--- src/rtl/sha256_pkg.sv ---
// Shared types and constants for the SHA-256 stream hasher.
// Holds the transaction structs, command queue types, state codes and round tables.
// No dependencies.
package sha256_pkg;

    typedef struct packed {
        logic [7:0] data_byte;
        logic       byte_valid;
        logic       end_of_message;
    } in_item_t;

    typedef struct packed {
        logic [31:0] digest_word;
        logic [2:0]  word_index;
        logic        last_word;
    } out_item_t;

    typedef enum logic [1:0] {
        CMD_BYTE,
        CMD_BYTE_END,
        CMD_END
    } cmd_kind_t;

    typedef struct packed {
        cmd_kind_t  kind;
        logic [7:0] data;
    } cmd_t;

    typedef struct packed {
        logic valid;
        cmd_t cmd;
    } q_push_t;

    typedef struct packed {
        logic full;
        logic empty;
    } q_status_t;

    typedef enum logic [2:0] {
        ST_IDLE,
        ST_MARK,
        ST_ZERO,
        ST_ROUND,
        ST_UPDATE,
        ST_EMIT
    } core_state_t;

    typedef enum logic [1:0] {
        AFTER_IDLE,
        AFTER_MARK,
        AFTER_ZERO,
        AFTER_EMIT
    } after_t;

    localparam int QUEUE_DEPTH = 4;
    localparam int QUEUE_PTR_W = $clog2(QUEUE_DEPTH);
    localparam int QUEUE_CNT_W = QUEUE_PTR_W + 1;

    localparam logic [7:0] PAD_MARK = 8'h80;
    localparam logic [5:0] LENGTH_POS = 6'd56;
    localparam logic [5:0] LAST_POS = 6'd63;

    localparam logic [31:0] START_HASH [8] = '{
        32'h6a09e667, 32'hbb67ae85, 32'h3c6ef372, 32'ha54ff53a,
        32'h510e527f, 32'h9b05688c, 32'h1f83d9ab, 32'h5be0cd19
    };

    localparam logic [31:0] ROUND_K [64] = '{
        32'h428a2f98, 32'h71374491, 32'hb5c0fbcf, 32'he9b5dba5,
        32'h3956c25b, 32'h59f111f1, 32'h923f82a4, 32'hab1c5ed5,
        32'hd807aa98, 32'h12835b01, 32'h243185be, 32'h550c7dc3,
        32'h72be5d74, 32'h80deb1fe, 32'h9bdc06a7, 32'hc19bf174,
        32'he49b69c1, 32'hefbe4786, 32'h0fc19dc6, 32'h240ca1cc,
        32'h2de92c6f, 32'h4a7484aa, 32'h5cb0a9dc, 32'h76f988da,
        32'h983e5152, 32'ha831c66d, 32'hb00327c8, 32'hbf597fc7,
        32'hc6e00bf3, 32'hd5a79147, 32'h06ca6351, 32'h14292967,
        32'h27b70a85, 32'h2e1b2138, 32'h4d2c6dfc, 32'h53380d13,
        32'h650a7354, 32'h766a0abb, 32'h81c2c92e, 32'h92722c85,
        32'ha2bfe8a1, 32'ha81a664b, 32'hc24b8b70, 32'hc76c51a3,
        32'hd192e819, 32'hd6990624, 32'hf40e3585, 32'h106aa070,
        32'h19a4c116, 32'h1e376c08, 32'h2748774c, 32'h34b0bcb5,
        32'h391c0cb3, 32'h4ed8aa4a, 32'h5b9cca4f, 32'h682e6ff3,
        32'h748f82ee, 32'h78a5636f, 32'h84c87814, 32'h8cc70208,
        32'h90befffa, 32'ha4506ceb, 32'hbef9a3f7, 32'hc67178f2
    };

endpackage

--- src/rtl/sha256_front.sv ---
// Input stage of the SHA-256 stream hasher: accepts transactions and turns them into commands.
// Depends on sha256_pkg.
module sha256_front (
    input  logic                  s_valid,
    output logic                  s_ready,
    input  sha256_pkg::in_item_t  s_item,
    input  sha256_pkg::q_status_t q_status,
    output sha256_pkg::q_push_t   q_push
);
    import sha256_pkg::*;

    logic accepted;

    assign s_ready  = !q_status.full;
    assign accepted = s_valid && s_ready;

    // A transaction with neither a byte nor an end of message is dropped here.
    always_comb begin
        q_push.valid    = accepted && (s_item.byte_valid || s_item.end_of_message);
        q_push.cmd.data = s_item.data_byte;
        if (s_item.byte_valid && s_item.end_of_message) begin
            q_push.cmd.kind = CMD_BYTE_END;
        end else if (s_item.byte_valid) begin
            q_push.cmd.kind = CMD_BYTE;
        end else begin
            q_push.cmd.kind = CMD_END;
        end
    end

endmodule

--- src/rtl/sha256_queue.sv ---
// Short command queue between the input stage and the hash core.
// Depends on sha256_pkg.
module sha256_queue (
    input  logic                  aclk,
    input  logic                  aresetn,
    input  sha256_pkg::q_push_t   q_push,
    input  logic                  q_pop,
    output sha256_pkg::cmd_t      q_head,
    output sha256_pkg::q_status_t q_status
);
    import sha256_pkg::*;

    cmd_t                   entries_reg [QUEUE_DEPTH];
    logic [QUEUE_PTR_W-1:0] wr_ptr_reg, wr_ptr_next;
    logic [QUEUE_PTR_W-1:0] rd_ptr_reg, rd_ptr_next;
    logic [QUEUE_CNT_W-1:0] count_reg, count_next;
    logic                   do_push;
    logic                   do_pop;

    assign q_status.full  = (count_reg == QUEUE_CNT_W'(QUEUE_DEPTH));
    assign q_status.empty = (count_reg == '0);
    assign q_head         = entries_reg[rd_ptr_reg];

    assign do_push = q_push.valid && !q_status.full;
    assign do_pop  = q_pop && !q_status.empty;

    always_comb begin
        wr_ptr_next = wr_ptr_reg;
        rd_ptr_next = rd_ptr_reg;
        count_next  = count_reg;
        if (do_push) begin
            wr_ptr_next = wr_ptr_reg + 1'b1;
        end
        if (do_pop) begin
            rd_ptr_next = rd_ptr_reg + 1'b1;
        end
        if (do_push && !do_pop) begin
            count_next = count_reg + 1'b1;
        end else if (!do_push && do_pop) begin
            count_next = count_reg - 1'b1;
        end
    end

    always_ff @(posedge aclk) begin
        if (!aresetn) begin
            wr_ptr_reg <= '0;
            rd_ptr_reg <= '0;
            count_reg  <= '0;
        end else begin
            wr_ptr_reg <= wr_ptr_next;
            rd_ptr_reg <= rd_ptr_next;
            count_reg  <= count_next;
        end
    end

    always_ff @(posedge aclk) begin
        if (do_push) begin
            entries_reg[wr_ptr_reg] <= q_push.cmd;
        end
    end

endmodule

--- src/rtl/sha256_core.sv ---
// Hash core: block buffer, padding sequencer, 64-round compression and digest output.
// Depends on sha256_pkg.
module sha256_core (
    input  logic                  aclk,
    input  logic                  aresetn,
    input  sha256_pkg::cmd_t      q_head,
    input  sha256_pkg::q_status_t q_status,
    output logic                  q_pop,
    output logic                  m_valid,
    input  logic                  m_ready,
    output sha256_pkg::out_item_t m_item
);
    import sha256_pkg::*;

    core_state_t state_reg, state_next;
    after_t      after_reg, after_next;
    logic [5:0]  fill_reg, fill_next;
    logic [63:0] bits_reg, bits_next;
    logic [5:0]  round_reg, round_next;
    logic [2:0]  emit_idx_reg, emit_idx_next;
    logic [31:0] hash_reg [8];
    logic [31:0] hash_next [8];
    logic [31:0] work_reg [8];
    logic [31:0] work_next [8];
    logic [31:0] sched_reg [16];
    logic [31:0] sched_next [16];

    logic        head_has_byte;
    logic [31:0] t1;
    logic [31:0] t2;
    logic [31:0] sched_new;

    function automatic logic [31:0] rotr(input logic [31:0] x, input int n);
        rotr = (x >> n) | (x << (32 - n));
    endfunction

    function automatic logic [31:0] big_sigma0(input logic [31:0] x);
        big_sigma0 = rotr(x, 2) ^ rotr(x, 13) ^ rotr(x, 22);
    endfunction

    function automatic logic [31:0] big_sigma1(input logic [31:0] x);
        big_sigma1 = rotr(x, 6) ^ rotr(x, 11) ^ rotr(x, 25);
    endfunction

    function automatic logic [31:0] small_sigma0(input logic [31:0] x);
        small_sigma0 = rotr(x, 7) ^ rotr(x, 18) ^ (x >> 3);
    endfunction

    function automatic logic [31:0] small_sigma1(input logic [31:0] x);
        small_sigma1 = rotr(x, 17) ^ rotr(x, 19) ^ (x >> 10);
    endfunction

    assign head_has_byte = (q_head.kind == CMD_BYTE) || (q_head.kind == CMD_BYTE_END);

    assign t1 = work_reg[7] + big_sigma1(work_reg[4])
              + ((work_reg[4] & work_reg[5]) ^ (~work_reg[4] & work_reg[6]))
              + ROUND_K[round_reg] + sched_reg[0];
    assign t2 = big_sigma0(work_reg[0])
              + ((work_reg[0] & work_reg[1]) ^ (work_reg[0] & work_reg[2])
                 ^ (work_reg[1] & work_reg[2]));
    assign sched_new = small_sigma1(sched_reg[14]) + sched_reg[9]
                     + small_sigma0(sched_reg[1]) + sched_reg[0];

    always_comb begin
        state_next = state_reg;
        unique case (state_reg)
            ST_IDLE: begin
                if (!q_status.empty) begin
                    if (head_has_byte && fill_reg == LAST_POS) begin
                        state_next = ST_ROUND;
                    end else if (q_head.kind != CMD_BYTE) begin
                        state_next = ST_MARK;
                    end
                end
            end
            ST_MARK: begin
                state_next = (fill_reg == LAST_POS) ? ST_ROUND : ST_ZERO;
            end
            ST_ZERO: begin
                if (fill_reg == LENGTH_POS || fill_reg == LAST_POS) begin
                    state_next = ST_ROUND;
                end
            end
            ST_ROUND: begin
                if (round_reg == 6'd63) begin
                    state_next = ST_UPDATE;
                end
            end
            ST_UPDATE: begin
                unique case (after_reg)
                    AFTER_IDLE: state_next = ST_IDLE;
                    AFTER_MARK: state_next = ST_MARK;
                    AFTER_ZERO: state_next = ST_ZERO;
                    AFTER_EMIT: state_next = ST_EMIT;
                    default:    state_next = ST_IDLE;
                endcase
            end
            ST_EMIT: begin
                if (m_ready && emit_idx_reg == 3'd7) begin
                    state_next = ST_IDLE;
                end
            end
            default: state_next = ST_IDLE;
        endcase
    end

    always_comb begin
        q_pop               = (state_reg == ST_IDLE) && !q_status.empty;
        m_valid             = (state_reg == ST_EMIT);
        m_item.digest_word  = hash_reg[0];
        m_item.word_index   = emit_idx_reg;
        m_item.last_word    = (emit_idx_reg == 3'd7);
    end

    always_comb begin
        after_next    = after_reg;
        fill_next     = fill_reg;
        bits_next     = bits_reg;
        round_next    = round_reg;
        emit_idx_next = emit_idx_reg;
        hash_next     = hash_reg;
        work_next     = work_reg;
        sched_next    = sched_reg;
        unique case (state_reg)
            ST_IDLE: begin
                if (!q_status.empty && head_has_byte) begin
                    sched_next[fill_reg[5:2]][{~fill_reg[1:0], 3'b000} +: 8] = q_head.data;
                    fill_next = fill_reg + 6'd1;
                    bits_next = bits_reg + 64'd8;
                    if (fill_reg == LAST_POS) begin
                        after_next = (q_head.kind == CMD_BYTE_END) ? AFTER_MARK : AFTER_IDLE;
                        work_next  = hash_reg;
                        round_next = '0;
                    end
                end
            end
            ST_MARK: begin
                sched_next[fill_reg[5:2]][{~fill_reg[1:0], 3'b000} +: 8] = PAD_MARK;
                fill_next = fill_reg + 6'd1;
                if (fill_reg == LAST_POS) begin
                    after_next = AFTER_ZERO;
                    work_next  = hash_reg;
                    round_next = '0;
                end
            end
            ST_ZERO: begin
                if (fill_reg == LENGTH_POS) begin
                    sched_next[14] = bits_reg[63:32];
                    sched_next[15] = bits_reg[31:0];
                    fill_next      = '0;
                    after_next     = AFTER_EMIT;
                    work_next      = hash_reg;
                    round_next     = '0;
                end else begin
                    sched_next[fill_reg[5:2]][{~fill_reg[1:0], 3'b000} +: 8] = 8'h00;
                    fill_next = fill_reg + 6'd1;
                    if (fill_reg == LAST_POS) begin
                        after_next = AFTER_ZERO;
                        work_next  = hash_reg;
                        round_next = '0;
                    end
                end
            end
            ST_ROUND: begin
                work_next[7] = work_reg[6];
                work_next[6] = work_reg[5];
                work_next[5] = work_reg[4];
                work_next[4] = work_reg[3] + t1;
                work_next[3] = work_reg[2];
                work_next[2] = work_reg[1];
                work_next[1] = work_reg[0];
                work_next[0] = t1 + t2;
                for (int i = 0; i < 15; i++) begin
                    sched_next[i] = sched_reg[i + 1];
                end
                sched_next[15] = sched_new;
                round_next     = round_reg + 6'd1;
            end
            ST_UPDATE: begin
                for (int i = 0; i < 8; i++) begin
                    hash_next[i] = hash_reg[i] + work_reg[i];
                end
                emit_idx_next = '0;
            end
            ST_EMIT: begin
                if (m_ready) begin
                    for (int i = 0; i < 7; i++) begin
                        hash_next[i] = hash_reg[i + 1];
                    end
                    hash_next[7]  = hash_reg[0];
                    emit_idx_next = emit_idx_reg + 3'd1;
                    if (emit_idx_reg == 3'd7) begin
                        hash_next = START_HASH;
                        fill_next = '0;
                        bits_next = '0;
                    end
                end
            end
            default: begin
                after_next = after_reg;
            end
        endcase
    end

    always_ff @(posedge aclk) begin
        if (!aresetn) begin
            state_reg    <= ST_IDLE;
            after_reg    <= AFTER_IDLE;
            fill_reg     <= '0;
            bits_reg     <= '0;
            round_reg    <= '0;
            emit_idx_reg <= '0;
            hash_reg     <= START_HASH;
        end else begin
            state_reg    <= state_next;
            after_reg    <= after_next;
            fill_reg     <= fill_next;
            bits_reg     <= bits_next;
            round_reg    <= round_next;
            emit_idx_reg <= emit_idx_next;
            hash_reg     <= hash_next;
        end
    end

    always_ff @(posedge aclk) begin
        work_reg  <= work_next;
        sched_reg <= sched_next;
    end

endmodule

--- src/rtl/sha256_stream_hasher.sv ---
// SHA-256 stream hasher: a byte transaction is taken from the command queue and absorbed into the block buffer.
// A full block runs 64 rounds on the single round unit, then one hash update.
// End of message pads one byte per cycle, except while a block compresses, then runs one or two compressions.
// The digest leaves as eight word transactions, one per cycle while m_ready is high.
// Input transactions are accepted while the four-entry command queue has room.
// Reset is synchronous and active low; the hash words return to their initial values at once.
module sha256_stream_hasher (
    input  logic                  aclk,
    input  logic                  aresetn,
    input  logic                  s_valid,
    output logic                  s_ready,
    input  sha256_pkg::in_item_t  s_item,
    output logic                  m_valid,
    input  logic                  m_ready,
    output sha256_pkg::out_item_t m_item
);
    import sha256_pkg::*;

    q_push_t   q_push;
    q_status_t q_status;
    cmd_t      q_head;
    logic      q_pop;

    sha256_front u_front (
        .s_valid  (s_valid),
        .s_ready  (s_ready),
        .s_item   (s_item),
        .q_status (q_status),
        .q_push   (q_push)
    );

    sha256_queue u_queue (
        .aclk     (aclk),
        .aresetn  (aresetn),
        .q_push   (q_push),
        .q_pop    (q_pop),
        .q_head   (q_head),
        .q_status (q_status)
    );

    sha256_core u_core (
        .aclk     (aclk),
        .aresetn  (aresetn),
        .q_head   (q_head),
        .q_status (q_status),
        .q_pop    (q_pop),
        .m_valid  (m_valid),
        .m_ready  (m_ready),
        .m_item   (m_item)
    );

endmodule

--- config.mk ---
export PLATFORM = sky130hd
export DESIGN_NAME = sha256_stream_hasher
export DESIGN_NICKNAME = d
export VERILOG_FILES = /design/src/rtl/sha256_pkg.sv /design/src/rtl/sha256_front.sv /design/src/rtl/sha256_queue.sv /design/src/rtl/sha256_core.sv /design/src/rtl/sha256_stream_hasher.sv
export SDC_FILE = /design/constraint.sdc
export NUM_CORES = 2
export LEC_CHECK = 0
export ABC_AREA = 1
export BUFFER_PORTS_ARGS = -buffer_cell sky130_fd_sc_hd__buf_2
export CAP_MARGIN = 20
export CELL_PAD_IN_SITES_DETAIL_PLACEMENT = 0
export CELL_PAD_IN_SITES_GLOBAL_PLACEMENT = 2
export CORE_ASPECT_RATIO = 1.4
export CORE_UTILIZATION = 42
export CTS_CLUSTER_SIZE = 16
export DETAILED_ROUTE_END_ITERATION = 8
export PLACE_DENSITY = 0.87
export SLEW_MARGIN = 10
export SYNTH_ARGS = -nofsm -noshare
export SYNTH_HDL_FRONTEND = slang
export SYNTH_SLANG_ARGS = --single-unit
--- constraint.sdc ---
create_clock -name aclk -period 24.1 [get_ports aclk]
set_input_delay 4.82 -clock aclk [delete_from_list [all_inputs] [get_ports aclk]]
set_output_delay 4.82 -clock aclk [all_outputs]
set_load 0.01 [all_outputs]
==> results.toml <==
[run_status]
outcome = "finished, final reports clean"

[die]
core_area_um2 = 213000
die_height_um = 550
row_count = 200
io_pins = 52
die_area_um2 = 217000
start_util_pct = 42.4
die_w_um = 394

[drt]
wirelength_um = 512000
wl_per_cell_um = 35.1
via_count = 94319
drtPass1Iterations = 9
antenna_left = 0
drtIter0Drc = 10905
drc_errors = 0
routed_via_density = 6.47

[placement]
place_hpwl_um = 393000
finalWeightedCongestion = 1.11
port_buffers = 51

[grt]
antenna_found_initial = 27
grt_max_degree = 245
grt_pass1_vias = 91055
grt-ovfl-total = 0
grt_usage_pct = 46.3
grt_pass1_wl_um = 713000

[sta]
rsz0062_at_grt = "no"
hold_viol = 0
tightest_slew_ns = 1.36
slew_headroom_pct = 8.39
fin_tns_setup_ns = 0
whs_ns = 0.475
finalSetupViolations = 0
fmax_mhz = 107
min_period_ns = 9.33
report.final.slew_viol_count = 0
skew_ns = 0.107
timing.final.crit_share_pct = 38.7

[worst_setup_path]
critPathArrivalTime_ns = 9.90
worstPathRequired_ns = 24.67
cpMaxStageDelayCell = "nor2_1"
cp_top_family = "adder cells"
cp_slowest_stage_delay_ns = 0.59
cp_max_fo = 14
crit_buf_inv = 8
critical_path_class = "register to register"
cp-start-kind = "register"
crit_top_cell = "inv_1"
cp-end-kind = "register"

[finish]
n_fill_cell = 21373
final_cell_mix = "2405 x nand2_1, 1327 x inv_1, 1114 x o21ai_0"
nets = 12235
seq_area_um2 = 31200
multi_input_area_um2 = 51400
mostFrequentLayoutCell = "nand2_1"
drive_gt1_share_pct = 4.80
fin_util_pct = 45.8
area_growth_pct = 8.03
largest_reg_flops = 512

[clock_network]
cts_tree = "built"
clock-root-buffer = "clkbuf_16"
cts-resized-gates = 0
clock_latency_ns = 0.90
hold_buffers = 0
cts.sinks = 1154
cts_made_buffers = 142
cts_setup_buffers = 0
cts.clk_slew.worst_paths_ns = 0.07
ctsHtreeMaxLevel = 4
cts_max_path_buffers = 4

[flow_run]
maxCapViolCount = 0

[logic_synthesis]
syn_area_um2 = 90200
synth_nets = 12491
synth_ff_type = "edfxtp_1"
synth_area_per_cell_um2 = 7.60
synth_cells = 11876
yosysUniqueCellTypes = 64
async_flop_share_pct = 0
yosysSeqAreaShare_pct = 34.6
synth_edf_count = 808
ys_warn_count = 0
ys_seq_elements = 1154

[worst_hold_path]
hold_class = "register to register"
[worst paths after layout]
path / startpoint / to / slack, ns / depth (start not counted)
setup / recovery: u_core.round_reg[0]$_SDFFE_PN0P_ / u_core.work_reg[249]$_DFFE_PP_ / 14.77 / 37
hold / removal: u_queue.rd_ptr_reg[1]$_SDFFE_PN0P_ / u_queue.rd_ptr_reg[1]$_SDFFE_PN0P_ / 0.47 / 2
setup reg to reg: u_core.round_reg[0]$_SDFFE_PN0P_ / u_core.work_reg[249]$_DFFE_PP_ / 14.77 / 37
hold reg to reg: u_queue.rd_ptr_reg[1]$_SDFFE_PN0P_ / u_queue.rd_ptr_reg[1]$_SDFFE_PN0P_ / 0.47 / 2
[cell type report]
class	count	area share, %
inverters	1359	5.28
clock inverters	59	0.701
diodes	29	0.0745
clock buffers	187	4.01
multi-input cells	8755	52.7
repair buffers	208	1.59
flip-flops and latches	1154	32.0
well taps	2828	3.63
[synthesized netlist by cell type, types with 184 or more instances]
cell / n / area share (%)
o21ai_0: 1134 / 6.3
nand2_1: 2407 / 10
fa_1: 196 / 4.3
dfxtp_1: 346 / 7.7
nor2_1: 835 / 3.5
a32oi_1: 255 / 2.5
xor2_1: 189 / 1.8
clkbuf_1: 396 / 1.6
inv_1: 1329 / 5.5
o211ai_1: 258 / 2.1
a21oi_1: 956 / 5.3
o221ai_1: 184 / 1.8
edfxtp_1: 808 / 27
nand3_1: 825 / 4.6
ha_1: 405 / 5.6
[metrics by stage]
stage	cell area (µm²)	std cells	worst slack, ns
after detailed placement	92700	14293	14.97
after CTS	97300	14539	14.93
final	97500	14579	14.77
after floorplan	90200	11876	16.47
after global placement	92700	14291	15.01
after global routing	97400	14557	14.34
[cell families after synthesis]
| family | count (synthesis) | synth area share, % |
|---|---|---|
| XOR/XNOR | 336 | 3.26 |
| flip-flops | 1154 | 34.6 |
| adder cells (fa/ha/maj) | 621 | 10.2 |
| buffers and inverters | 1967 | 8.56 |
| AO/OA/AOI/OAI | 3273 | 22.2 |
| AND/OR/NAND/NOR | 4525 | 21.2 |
[worst min-delay path, stage by stage, from the launching register on]
cell and delay, ns:
dfxtp_1 0.30, inv_1 0.05, a21oi_1 0.07
[metal layers]
layer | up-vias | track usage [%] | wire (µm)
met5 | - | 0 | 46
met4 | 6 | 55.9 | 77300
met3 | 2401 | 10.3 | 37100
met2 | 5744 | 78.2 | 242000
met1 | 45222 | 43.1 | 155000
li1 | 40946 | - | -
Power is left out: the tool's default activity adds up to more than one toggle a clock period on the data nets, which glitch-free logic cannot reach.
